[src/hdl/sip_pkg.sv]
// ----------------------------------------------------------------------------
// Segment intersection package
// Widths, types and stage payloads shared by the segment intersection pipeline.
// ----------------------------------------------------------------------------
`default_nettype none

package sip_pkg;

  localparam int CW = 16;
  localparam int DW = CW + 1;
  localparam int PW = 2 * DW;
  localparam int XW = PW + 1;
  localparam int QW = DW;
  localparam int NW = XW + DW;

  typedef logic signed [CW-1:0] coord_t;
  typedef logic signed [DW-1:0] diff_t;
  typedef logic signed [PW-1:0] prod_t;
  typedef logic signed [XW-1:0] xprod_t;
  typedef logic [XW-1:0] mag_t;
  typedef logic [DW-1:0] dmag_t;
  typedef logic [QW-1:0] quo_t;
  typedef logic [NW-1:0] num_t;

  typedef struct packed {
    logic   vld;
    coord_t asx;
    coord_t asy;
    diff_t  ax;
    diff_t  ay;
    xprod_t den;
    xprod_t tn;
    xprod_t un;
  } cross_t;

  typedef struct packed {
    mag_t rem;
    quo_t low;
    quo_t q;
  } div_lane_t;

  typedef struct packed {
    logic      vld;
    logic      hit;
    coord_t    asx;
    coord_t    asy;
    logic      neg_x;
    logic      neg_y;
    mag_t      dm;
    div_lane_t lx;
    div_lane_t ly;
  } div_stage_t;

endpackage

`default_nettype wire

[src/hdl/sip_div_step.sv]
// ----------------------------------------------------------------------------
// Segment intersection division step
// One restoring-division stage that yields one quotient bit for each lane.
// ----------------------------------------------------------------------------
`default_nettype none

module sip_div_step (
  input  wire logic                clk,
  input  wire logic                rst_n,
  input  wire logic                en,
  input  wire sip_pkg::div_stage_t in,
  output sip_pkg::div_stage_t      out
);

  sip_pkg::div_stage_t st_r;
  sip_pkg::div_stage_t st_nxt;

  function automatic sip_pkg::div_lane_t step(sip_pkg::div_lane_t l, sip_pkg::mag_t dm);
    logic [sip_pkg::XW:0] sh;
    logic                 ge;
    sh = {l.rem, l.low[sip_pkg::QW-1]};
    ge = sh >= {1'b0, dm};
    step.rem = ge ? sip_pkg::mag_t'(sh - {1'b0, dm}) : sip_pkg::mag_t'(sh);
    step.low = {l.low[sip_pkg::QW-2:0], 1'b0};
    step.q   = {l.q[sip_pkg::QW-2:0], ge};
  endfunction

  always_comb begin
    st_nxt    = in;
    st_nxt.lx = step(in.lx, in.dm);
    st_nxt.ly = step(in.ly, in.dm);
  end

  always_ff @(posedge clk) begin
    if (!rst_n) begin
      st_r.vld <= 1'b0;
    end else if (en) begin
      st_r.vld <= st_nxt.vld;
    end
  end

  always_ff @(posedge clk) begin
    if (en) begin
      st_r.hit   <= st_nxt.hit;
      st_r.asx   <= st_nxt.asx;
      st_r.asy   <= st_nxt.asy;
      st_r.neg_x <= st_nxt.neg_x;
      st_r.neg_y <= st_nxt.neg_y;
      st_r.dm    <= st_nxt.dm;
      st_r.lx    <= st_nxt.lx;
      st_r.ly    <= st_nxt.ly;
    end
  end

  assign out = st_r;

endmodule

`default_nettype wire

[config.mk]
export PLATFORM = sky130hd
export DESIGN_NAME = sip_div_step
export DESIGN_NICKNAME = d
export VERILOG_FILES = /design/src/hdl/sip_pkg.sv /design/src/hdl/sip_div_step.sv
export SDC_FILE = /design/constraint.sdc
export NUM_CORES = 1
export LEC_CHECK = 0
export ABC_AREA = 1
export BUFFER_PORTS_ARGS = -buffer_cell sky130_fd_sc_hd__buf_2
export CORE_MARGIN = 10
export CORE_UTILIZATION = 40
export DETAILED_ROUTE_END_ITERATION = 10
export PLACE_DENSITY = 0.68
export RECOVER_POWER = 25
export SYNTH_ARGS = -nofsm -noshare
export SYNTH_HDL_FRONTEND = slang
export SYNTH_SLANG_ARGS = --single-unit
[constraint.sdc]
create_clock -name clk -period 2 [get_ports clk]
set_clock_uncertainty 0.15 [all_clocks]
set_input_delay 0.1 -clock clk [delete_from_list [all_inputs] [get_ports clk]]
set_output_delay 0.1 -clock clk [all_outputs]
set_load 0.01 [all_outputs]
# After elaboration in Yosys (flattened, before gate mapping)
# Cells that the tools add are included.
dict set report op_classes {
  addsub 2
  magnitude_cmp 2
  muxes 2
}
# operator n
set op_table {}
lappend op_table {{greater-or-equal comparator 36 x 35 -> 1 bit} 2}
lappend op_table {{two-way mux 35 bit} 2}
lappend op_table {{subtractor 35 bit} 2}
dict set report totals {
  ff_bits 207
  output_inout_bits 209
}

# Depth between registers and ports, before layout
dict set report logic_depth {
  word_depth 2
  depth_mapped 16
}

# Least setup slack after synthesis
# Ideal clock, no wire load.
dict set report synth_path {
  kind {input to register}
  from {input port in[102] in the netlist's numbering}
  to {register st_r (netlist bit out[136]) (data pin)}
  slack_ns -0.155
  arrival_ns 1.752
  cell_stages 16
  path_cell_list {inv_1 -> ha_1 -> fa_1 -> inv_1 -> nand3_1 -> nand3_1 -> nand3_1 -> nand3_2 -> nand2_1 -> nand2_1 -> nand2_1 -> nand2_2 -> inv_2 -> buf_2 -> nand2_1 -> nand2_1}
}
# item line
set synth_lines {}
lappend synth_lines {{from (decl)} sip_div_step.sv:11} ;# input wire sip_pkg::div_stage_t in,
lappend synth_lines {{to (decl)} sip_div_step.sv:15} ;# sip_pkg::div_stage_t st_r;

==> run_results.csv <==
group,metric,value,unit
final_layout,largest_reg_flops,207,
global_routing,grt_max_degree,47,
cts,cts_tree,"built",
sta,hold_viol,0,
sta,max_freq,0.504,GHz
sta,relSlewSlack,65.0,%
worst_setup_path,max_stage_delay,0.56,ns
routing,drtIter0Drc,849,
cts,cts_root_buf,"clkbuf_16",
final_layout,layout_commonest_cell,"nand2_1",
worst_setup_path,r2r-end,"out[208]",
logic_synthesis,ys_top_cells_by_area,"edfxtp_1, nand2_1, inv_1",
routing,via_per_inst,4.80,
floorplanning,die_w,198,um
sta,worstMarginPinSlew,0.525,ns
worst_setup_path,r2r_slack,0.66,ns
cts,clk_pin_slew,0.06,ns
floorplanning,num_rows,64,
power,vdd_drop_max,0.551,mV
floorplanning,die_y,198,um
routing,drtAntennaViolNets,0,
logic_synthesis,syn_inst,1513,
sta,period_share,99.3,%
routing,wirelength,55500,um
run,cap_viol_max_count,0,
power,power.leakage,10.4,nW
worst_setup_path,r2r_start,"out[208]",
floorplanning,dieArea,0.0391,mm2
logic_synthesis,ys_ff_latch,207,
power,power_density,707,mW/mm2
worst_setup_path,cpMaxStageDelayCell,"dlygate4sd3_1",
global_routing,grt_overflow,0,
logic_synthesis,ys_seq_area_share,49.2,%
cts,cts.sinks,207,
worst_hold_path,min_to,"out[67]",
place,post-dp-hpwl,42500,um
global_routing,grt_pass1_vias,14000,
worst_setup_path,worstSetupPathType,"input port to register",
sta,fin_crit,1.99,ns
place,gp_congestion,0.949,
sta,finalWorstSetupSlack,0.0147,ns
global_routing,grt_pass1_wl,81400,um
worst_setup_path,path_cells,"dlygate4sd3_1 -> buf_2 -> ha_4 -> inv_2 -> nor4_2 -> buf_4 -> nand2_1 -> nand2_4 -> buf_6 -> buf_12 -> o21ai_0",
worst_hold_path,hold_class,"input port to register",
logic_synthesis,syn_area,0.0126,mm2
worst_setup_path,critPathCaptureType,"register",
cts,cts_buffers,24,
floorplanning,pin_count,421,
outcome,status,"finished, final reports clean",
routing,wl_per_cell,19.4,um
logic_synthesis,synth_cell_types,35,
final_layout,fillers,2554,
cts,insertion_delay,0.53,ns
worst_setup_path,crit_fanout,7,
place,post-place-ws,-0.441,ns
logic_synthesis,synth_top_area_cell,"edfxtp_1",
routing,vias,13700,
cts,clock_path_buffers,3,
logic_synthesis,synthDominantCellAreaShare,49.0,%
power,power.total,14.4,mW
final_layout,drive_above_1_share,33.2,%
worst_setup_path,cp.arrival,2.11,ns
worst_setup_path,cp.required,2.12,ns
sta,setup_viol,0,
worst_setup_path,reg2reg_depth,3,
place,io_buffers,416,
logic_synthesis,syn_area_per_cell,8.34,um2
routing,drc,0,
global_routing,grt_usage,27.0,%
worst_hold_path,worstHoldStart,"in[66]",
worst_setup_path,cp-start-kind,"input port",
cts,cts_htree_levels,1,
final_layout,finalNetCount,2725,
floorplanning,start_util,41.0,%
worst_hold_path,whs_path_depth,5,
sta,timing.setup.tns,0,ns
global_routing,antenna_found_initial,9,
logic_synthesis,ys_warn_count,0,
final_layout,final_cell_mix,"nand2_1, buf_2, buf_4, inv_1, dlygate4sd3_1",
routing,dr.pass1.iters,5,
final_layout,syn_to_final_growth,61.3,%
floorplanning,core_area,0.0308,mm2
sta,maxSlewViolCount,0,
## layout make-up
class,instances,area (um2),area share (%)
clock buffers,28,637,3.13
diodes,5,12.5,0.0614
multi-input cells,1044,5450,26.7
repair inverters,3,26.3,0.129
clock inverters,15,155,0.762
repair buffers,914,6440,31.6
flip-flops and latches,207,6210,30.5
well taps,396,495,2.43
inverters,247,945,4.64
## through the flow
stage	hold WS (ns)	instance area, um2	instances	utilization, %
2_1_floorplan	0.0435	12700	1514	-
3_3_place_gp	0.127	17300	2595	56.1
3_5_place_dp	0.128	17300	2595	56.1
4_1_cts	-0.306	20200	2845	65.4
5_1_grt	0.0667	20400	2858	66.0
6_report	0.00927	20400	2859	66.1
## kinds of logic (layout without fill, tap and decap cells)
kind of cell	count (synthesis)	in the layout	synth area share (%)
AO/OA/AOI/OAI	87	87	3.70
buffers and inverters	263	1207	8.65
adder cells (fa/ha/maj)	72	72	7.25
flip-flops	207	207	49.2
other	1	7	0.0297
AND/OR/NAND/NOR	847	847	28.7
XOR/XNOR	36	36	2.50
## synth_stat cells, drive strengths merged
master and instances:
o21bai 10, xnor2 4, xor2 32, ha 70, nand3b 13, nor3 12, inv 247, fa 2
conb 1, nand2 610, nor4 4, nand3 75, a21oi 55, buf 16, edfxtp 206, nand4 10
and2 1, o211ai 1, o21ai 21, dfxtp 1, nor2 122
## layer usage
metal | vias to the layer above | global-route usage (%) | wire, um
li1 | 6701 | - | -
met1 | 6359 | 31.2 | 21400
met2 | 552 | 48.1 | 27500
met3 | 117 | 5.88 | 4290
met4 | 8 | 10.1 | 2300
met5 | - | 0 | 56
## worst max-delay path by stage
stage | from | endpoint | slack, ns | depth (start not counted)
CTS | in[65] | out[35] | 0.01 | 9
global route | in[136] | out[103] | -0.06 | 11
finish | in[136] | out[103] | 0.01 | 11
detailed placement | in[165] | out[129] | -0.44 | 14
floorplan | in[102] | out[135] | 0.009 | 16
global placement | in[164] | out[129] | -0.44 | 14
## worst max-delay path: cells and delay by family
family                     cells  cell delay, ns
buffers and inverters          6            1.19
and+or+nand+nor                3            0.47
adders and majority gates      1            0.26
AOI/OAI and AO/OA              1            0.07
## what timing repair did
action	in CTS	in global routing
endpoints found under the setup margin	0	67
buffers inserted	0	5
endpoints found under the hold margin	218	1
resized for setup	0	33
hold buffers	207	1
## report_power, final
part	switching [mW]	internal, mW
clock network	1.82	2.66
registers	0.136	5.33
logic	2.44	2.00
Power figures use the tool's default switching activity.
