--- config.mk ---
export PLATFORM = sky130hd
export DESIGN_NAME = sip_scale
export DESIGN_NICKNAME = d
export VERILOG_FILES = /design/src/hdl/sip_pkg.sv /design/src/hdl/sip_scale.sv
export SDC_FILE = /design/constraint.sdc
export NUM_CORES = 2
export LEC_CHECK = 0
export CORE_ASPECT_RATIO = 1.25
export CORE_MARGIN = 2
export CORE_UTILIZATION = 32
export CTS_CLUSTER_SIZE = 14
export DETAILED_ROUTE_END_ITERATION = 7
export DONT_BUFFER_PORTS = 1
export GPL_ROUTABILITY_DRIVEN = 0
export PLACE_DENSITY_LB_ADDON = 0.08
export SETUP_SLACK_MARGIN = 0.4
export SKIP_LAST_GASP = 1
export SLEW_MARGIN = 20
export SYNTH_ARGS = -nofsm -noshare
export SYNTH_HDL_FRONTEND = slang
export SYNTH_SLANG_ARGS = --single-unit
--- constraint.sdc ---
create_clock -name clk -period 19.9 [get_ports clk]
set_input_delay 1.99 -clock clk [delete_from_list [all_inputs] [get_ports clk]]
set_output_delay 1.99 -clock clk [all_outputs]
set_load 0.1 [all_outputs]
--- src/hdl/sip_pkg.sv ---
// ----------------------------------------------------------------------------
// Segment intersection package
// Widths, types and stage payloads shared by the segment intersection pipeline.
// ----------------------------------------------------------------------------
`default_nettype none

package sip_pkg;

  localparam int CW = 16;
  localparam int DW = CW + 1;
  localparam int PW = 2 * DW;
  localparam int XW = PW + 1;
  localparam int QW = DW;
  localparam int NW = XW + DW;

  typedef logic signed [CW-1:0] coord_t;
  typedef logic signed [DW-1:0] diff_t;
  typedef logic signed [PW-1:0] prod_t;
  typedef logic signed [XW-1:0] xprod_t;
  typedef logic [XW-1:0] mag_t;
  typedef logic [DW-1:0] dmag_t;
  typedef logic [QW-1:0] quo_t;
  typedef logic [NW-1:0] num_t;

  typedef struct packed {
    logic   vld;
    coord_t asx;
    coord_t asy;
    diff_t  ax;
    diff_t  ay;
    xprod_t den;
    xprod_t tn;
    xprod_t un;
  } cross_t;

  typedef struct packed {
    mag_t rem;
    quo_t low;
    quo_t q;
  } div_lane_t;

  typedef struct packed {
    logic      vld;
    logic      hit;
    coord_t    asx;
    coord_t    asy;
    logic      neg_x;
    logic      neg_y;
    mag_t      dm;
    div_lane_t lx;
    div_lane_t ly;
  } div_stage_t;

endpackage

`default_nettype wire

--- src/hdl/sip_scale.sv ---
// ----------------------------------------------------------------------------
// Segment intersection hit test and scaling
// Decides the hit by sign and magnitude and forms the two dividends.
// ----------------------------------------------------------------------------
`default_nettype none

module sip_scale (
  input  wire logic             clk,
  input  wire logic             rst_n,
  input  wire logic             en,
  input  wire sip_pkg::cross_t  in,
  output sip_pkg::div_stage_t   out
);

  logic            v_r, hit_r, neg_x_r, neg_y_r;
  sip_pkg::coord_t asx_r, asy_r;
  sip_pkg::mag_t   nm_r, dm_r;
  sip_pkg::dmag_t  mx_r, my_r;
  logic            hit_nxt;
  sip_pkg::num_t   nx, ny;
  sip_pkg::div_stage_t st_r;

  function automatic logic inside_unit(sip_pkg::xprod_t num, sip_pkg::xprod_t den);
    if (!den[sip_pkg::XW-1]) begin
      inside_unit = (num > 0) && (num < den);
    end else begin
      inside_unit = (num < 0) && (num > den);
    end
  endfunction

  function automatic sip_pkg::mag_t xmag(sip_pkg::xprod_t v);
    xmag = v[sip_pkg::XW-1] ? sip_pkg::mag_t'(-v) : sip_pkg::mag_t'(v);
  endfunction

  function automatic sip_pkg::dmag_t dmag(sip_pkg::diff_t v);
    dmag = v[sip_pkg::DW-1] ? sip_pkg::dmag_t'(-v) : sip_pkg::dmag_t'(v);
  endfunction

  always_comb begin
    hit_nxt = (in.den != '0) && inside_unit(in.tn, in.den) && inside_unit(in.un, in.den);
    nx = sip_pkg::num_t'(nm_r) * sip_pkg::num_t'(mx_r);
    ny = sip_pkg::num_t'(nm_r) * sip_pkg::num_t'(my_r);
  end

  always_ff @(posedge clk) begin
    if (!rst_n) begin
      v_r      <= 1'b0;
      st_r.vld <= 1'b0;
    end else if (en) begin
      v_r      <= in.vld;
      st_r.vld <= v_r;
    end
  end

  always_ff @(posedge clk) begin
    if (en) begin
      hit_r      <= hit_nxt;
      asx_r      <= in.asx;
      asy_r      <= in.asy;
      neg_x_r    <= in.ax[sip_pkg::DW-1];
      neg_y_r    <= in.ay[sip_pkg::DW-1];
      nm_r       <= xmag(in.tn);
      dm_r       <= xmag(in.den);
      mx_r       <= dmag(in.ax);
      my_r       <= dmag(in.ay);
      st_r.hit   <= hit_r;
      st_r.asx   <= asx_r;
      st_r.asy   <= asy_r;
      st_r.neg_x <= neg_x_r;
      st_r.neg_y <= neg_y_r;
      st_r.dm    <= dm_r;
      st_r.lx    <= '{rem: nx[sip_pkg::NW-1:sip_pkg::QW], low: nx[sip_pkg::QW-1:0], q: '0};
      st_r.ly    <= '{rem: ny[sip_pkg::NW-1:sip_pkg::QW], low: ny[sip_pkg::QW-1:0], q: '0};
    end
  end

  assign out = st_r;

endmodule

`default_nettype wire

Yosys cells after proc, flatten, opt, wreduce, memory -nomap -nowiden
Cells that the tools add are included.
{"block": "word_totals", "ff_bits": 315, "in_bits": 175, "wordCells": 52}
{"block": "classes", "addsub": 4, "n_mul": 2, "order_cmp": 8, "muxes": 6, "n_reduce_logical": 7}
{"op": "$mul A35 B17 Y52", "count": 2}
{"op": "$gt A35 B1 Y1 const B", "count": 2}
{"op": "$gt A35 B35 Y1", "count": 2}
{"op": "$lt A35 B1 Y1 const B", "count": 2}
{"op": "$lt A35 B35 Y1", "count": 2}
{"op": "$neg A35 Y35", "count": 2}
{"op": "$mux W34", "count": 2}
{"op": "$reduce_bool A35 Y1", "count": 1}
{"op": "$neg A17 Y17", "count": 2}
{"op": "$mux W16", "count": 2}
{"op": "$logic_and A1 B1 Y1", "count": 6}
{"op": "$mux W1", "count": 2}

Depth between registers and ports, before layout
{"block": "logic_depth", "depth_word": 5, "depth_mapped": 25}

Least setup slack after synthesis
OpenSTA, ideal clock, no wires.
{"block": "synth_timing", "path_type": "register -> register", "start": "reg my_r[8]", "end": "reg st_r, in the netlist out[68] (data pin)", "setup_time_ns": 0.258, "t_arrival_ns": 6.232, "required_time_ns": 19.642, "setup_slack_ns": 13.410, "path_stages_with_launch": 26, "synth_period_minus_slack_ns": 6.490, "path_cell_list": "edfxtp_1 clkbuf_1 clkbuf_1 nand2_1 fa_1 inv_1 fa_1 inv_1 fa_1 inv_1 fa_1 fa_1 inv_1 fa_1 inv_1 ha_1 buf_2 nand4_1 a2111o_1 a31oi_1 o21ai_0 a211o_1 a21oi_2 a21oi_1 o311a_1 xnor2_1"}
{"block": "synth_between", "elab_chain_cells": 1}
{"item": "start, declared", "line_no": "sip_scale.sv:18", "text": "sip_pkg::dmag_t mx_r, my_r;"}
{"item": "start signal, assigned", "line_no": "sip_scale.sv:65", "text": "my_r <= dmag(in.ay);"}
{"item": "$mul A35 B17 Y52", "line_no": "sip_scale.sv:42", "text": "ny = sip_pkg::num_t'(nm_r) * sip_pkg::num_t'(my_r);"}
{"item": "named net ny[51]", "line_no": "sip_scale.sv:20", "text": "sip_pkg::num_t nx, ny;"}
{"item": "end, declared", "line_no": "sip_scale.sv:21", "text": "sip_pkg::div_stage_t st_r;"}
The timed path passes the listed nets, and every way through them passes these cells.
A chain may end at the register's enable or synchronous reset.

Worst setup path after layout
{"block": "layout_timing", "start": "reg nm_r[9]", "end": "reg st_r, in the netlist out[68] (data pin)"}
{"block": "layout_between", "elab_chain_cells": 1}
{"item": "start, declared", "line_no": "sip_scale.sv:17", "text": "sip_pkg::mag_t nm_r, dm_r;"}
{"item": "start signal, assigned", "line_no": "sip_scale.sv:62", "text": "nm_r <= xmag(in.tn);"}
{"item": "$mul A35 B17 Y52", "line_no": "sip_scale.sv:42"}
{"item": "named net ny[51]", "line_no": "sip_scale.sv:20"}
The timed path passes the listed nets, and every way through them passes these cells.

==> results.cfg <==
[outcome]
status = complete, no violations

[clocking]
cts.repair.resized = 0
holdBufCountCts = 0
cts_made_buffers = 43
post-cts-setup-buffer-count = 0
clkLatencyLatePin_ns = 0.67
clk_pin_slew_worst_paths_ns = 0.07
maximum_root_to_sink_buffer_count = 3
clock_tree_from_tritoncts = built
cts_max_level = 2
clock-root-buffer = sky130_fd_sc_hd__clkbuf_16
clock-sinks = 315

[worst_setup_path]
worst-endpoint-arrival_ns = 8.03
worstPathRequired_ns = 20.28
critical_path.reg2reg.startpoint = nm_r[9]
timing.critical_path.to_type = register
crit_top_cell = sky130_fd_sc_hd__fa_1
number_of_cells_on_the_worst_reg_to_reg_path = 21
crit_path_cell_trace = buf_4 > nand2_1 > fa_1 > inv_1 > fa_1 > fa_1 > fa_1 > fa_1 > inv_1 > fa_1 > inv_1 > ha_1 > nand4_1 > a2111o_1 > a31oi_1 > o21ai_0 > a211o_1 > a21oi_2 > a21oi_1 > o311a_1 > xnor2_1
cpMaxStageDelayCell = sky130_fd_sc_hd__edfxtp_1
worst-setup-path-type = register to register
reg2reg_setup_slack_ns = 12.25
worstReg2RegEnd = out[68]
path_buf_inv = 4
path_max_fanout = 18
cp_slowest_stage_delay_ns = 0.86
critPathTopFamily = adder cells
worst_setup_path_start_kind = register

[drt]
detail_route.wl_per_cell_um = 20.00
drtAntennaViolNets = 0
remaining_drc_errors = 0
wl_um = 146300
num_vias = 34910
drt_iter0_markers = 1379
detail_route.first_pass.iterations = 5
routed_vias_inst = 4.771

[timing]
fmax_mhz = 130.7
fin_skew_ns = 0.04338
rsz0062_at_grt = false
worst_slew_pin_slew_ns = 0.9905
timing.final.crit_period_ns = 7.649
timing_hold_violations_final = 0
setup-violations-final = 0
period_utilization = 0.3844
setup_tns_ns = 0
maxSlewHeadroom = 0.3411
final_count_of_pins_violating_max_slew = 0
final.hold.worst_slack_ns = 0.4070

[layout]
diodes = 0
post_route_cells_drive_above_1_share = 0.02957
fill_cell_instance_count_of_the_final_layout = 16470
flow.area_growth_from_synthesis_pct = 6.748
final_net_count = 6698

[placement]
hpwl_detailed_um = 112200
numPortBuffers = 0

[job]
max-cap-violations = 0

[logic_synthesis]
yosys.cell_types.count = 74
synth-seq-area-share = 0.1842
synth_largest_type_area_fraction = 0.3859
synth.cells.most_frequent = sky130_fd_sc_hd__inv_1, sky130_fd_sc_hd__fa_1, sky130_fd_sc_hd__nand2_1
ys_async_sr_fraction = 0
synth_flop_cell = sky130_fd_sc_hd__edfxtp_1
yosys_register_bits = 315
post_synth_main_area_contributors = sky130_fd_sc_hd__fa_1, sky130_fd_sc_hd__edfxtp_1, sky130_fd_sc_hd__inv_1
number_of_synthesized_flops_with_an_enable_pin = 313
syn_inst = 5355
syn-cell-area_um2 = 51250
synthesis.yosys.warnings = 0
post-synth-top-count-cell = sky130_fd_sc_hd__inv_1
synthesis.area_per_instance_um2 = 9.571
synth.largest_area_cell = sky130_fd_sc_hd__fa_1

[floorplanning]
i_o_pins = 384
die-area_um2 = 163400
rows = 164
core_um2 = 159400
chipWidth_um = 362.0
floorplan.die.height_um = 451.4
start_util = 0.3215

[hold_path]
timing.hold.worst_endpoint = out[157]
hold_path.startpoint = dm_r[19]
timing.hold.worst_path_depth = 0
path_type_of_the_worst_min_delay_path = register to register

[global_route]
antenna_found_initial = 1
first_global_vias = 39090
grt.overflow.total = 0
grt_max_degree = 316
grt_first_pass_wirelength_um = 230700
grt_usage = 0.1843
cell type report:
| cell class | count | area, um2 | area share |
|---|---|---|---|
| tap | 2075 | 2596 | 0.04745 |
| multi-input combinational | 3535 | 36030 | 0.6586 |
| clock buffer | 52 | 1152 | 0.02106 |
| timing repair buffer | 69 | 518.0 | 0.009468 |
| clock inverter | 25 | 300.3 | 0.005489 |
| sequential | 315 | 9439 | 0.1725 |
| inverter | 1245 | 4673 | 0.08542 |
stage by stage:
step | cell area, um2 | instances | setup WS, ns | utilization
floorplan | 51380 | 5388 | 13.41 | -
global placement | 53260 | 7239 | 12.44 | 0.3340
detailed placement | 53260 | 7239 | 12.27 | 0.3340
CTS | 54710 | 7316 | 12.19 | 0.3431
global route | 54710 | 7316 | 11.80 | 0.3431
finish | 54710 | 7316 | 12.25 | 0.3431
kinds of logic (layout without fill, tap and decap cells):
family	after synthesis	in the layout	synth area share
simple gates	1562	1562	0.1470
fa+ha+maj	1314	1314	0.4655
compound gates	435	435	0.05539
other cells	1	34	0.00007317
mux	5	5	0.001025
flops	315	315	0.1842
xor+xnor	185	185	0.03161
buf+inv	1538	1391	0.1152
worst max-delay path by stage:
stage	startpoint	to	cells past startpoint
floorplan	my_r[8]	out[68]	25
detailed placement	nm_r[9]	out[68]	21
CTS	nm_r[9]	out[68]	21
finish	nm_r[9]	out[68]	21
global route	nm_r[9]	out[68]	21
global placement	nm_r[9]	out[68]	21
layout by cell type (no fill, tap or decap), types with 5 or more instances in the layout:
cell type and instances:
sky130_fd_sc_hd__nand3_1 21, sky130_fd_sc_hd__bufinv_16 6, sky130_fd_sc_hd__o21bai_1 13, sky130_fd_sc_hd__xor2_1 36
sky130_fd_sc_hd__nand4_1 40, sky130_fd_sc_hd__nor4_1 18, sky130_fd_sc_hd__a211oi_1 10, sky130_fd_sc_hd__nand2_1 841
sky130_fd_sc_hd__a21oi_1 123, sky130_fd_sc_hd__clkinv_1 8, sky130_fd_sc_hd__clkbuf_1 7, sky130_fd_sc_hd__ha_1 326
sky130_fd_sc_hd__o21a_1 19, sky130_fd_sc_hd__inv_1 1244, sky130_fd_sc_hd__edfxtp_1 313, sky130_fd_sc_hd__or4_1 7
sky130_fd_sc_hd__or3_1 14, sky130_fd_sc_hd__nand2b_1 12, sky130_fd_sc_hd__nor3_1 20, sky130_fd_sc_hd__conb_1 34
sky130_fd_sc_hd__o21ai_0 86, sky130_fd_sc_hd__nor2_1 62, sky130_fd_sc_hd__buf_4 69, sky130_fd_sc_hd__clkbuf_16 45
sky130_fd_sc_hd__o41ai_1 13, sky130_fd_sc_hd__nor2b_1 23, sky130_fd_sc_hd__o31ai_1 31, sky130_fd_sc_hd__a2111oi_0 5
sky130_fd_sc_hd__and3_1 13, sky130_fd_sc_hd__a21o_1 70, sky130_fd_sc_hd__and2_1 469, sky130_fd_sc_hd__a31oi_1 13
sky130_fd_sc_hd__fa_1 988, sky130_fd_sc_hd__xnor2_1 149
state kept, by name, indices dropped and copies added (netlist names):
name,flops
nm_r,35
asx_r,16
mx_r,17
v_r,1
hit_r,1
asy_r,16
dm_r,35
neg_x_r,1
out,175
my_r,17
neg_y_r,1
routing by layer:
metal / vias to the layer above / GRT usage / share of wire
met3: 153 / 0.03475 / 0.049
li1: 15770 / - / -
met5: - / 0 / 0
met4: 0 / 0.04661 / 0.025
met2: 648 / 0.3594 / 0.56
met1: 18340 / 0.2017 / 0.37
Power is left out: the tool's default activity adds up to more than one toggle a clock period on the data nets, which glitch-free logic cannot reach.
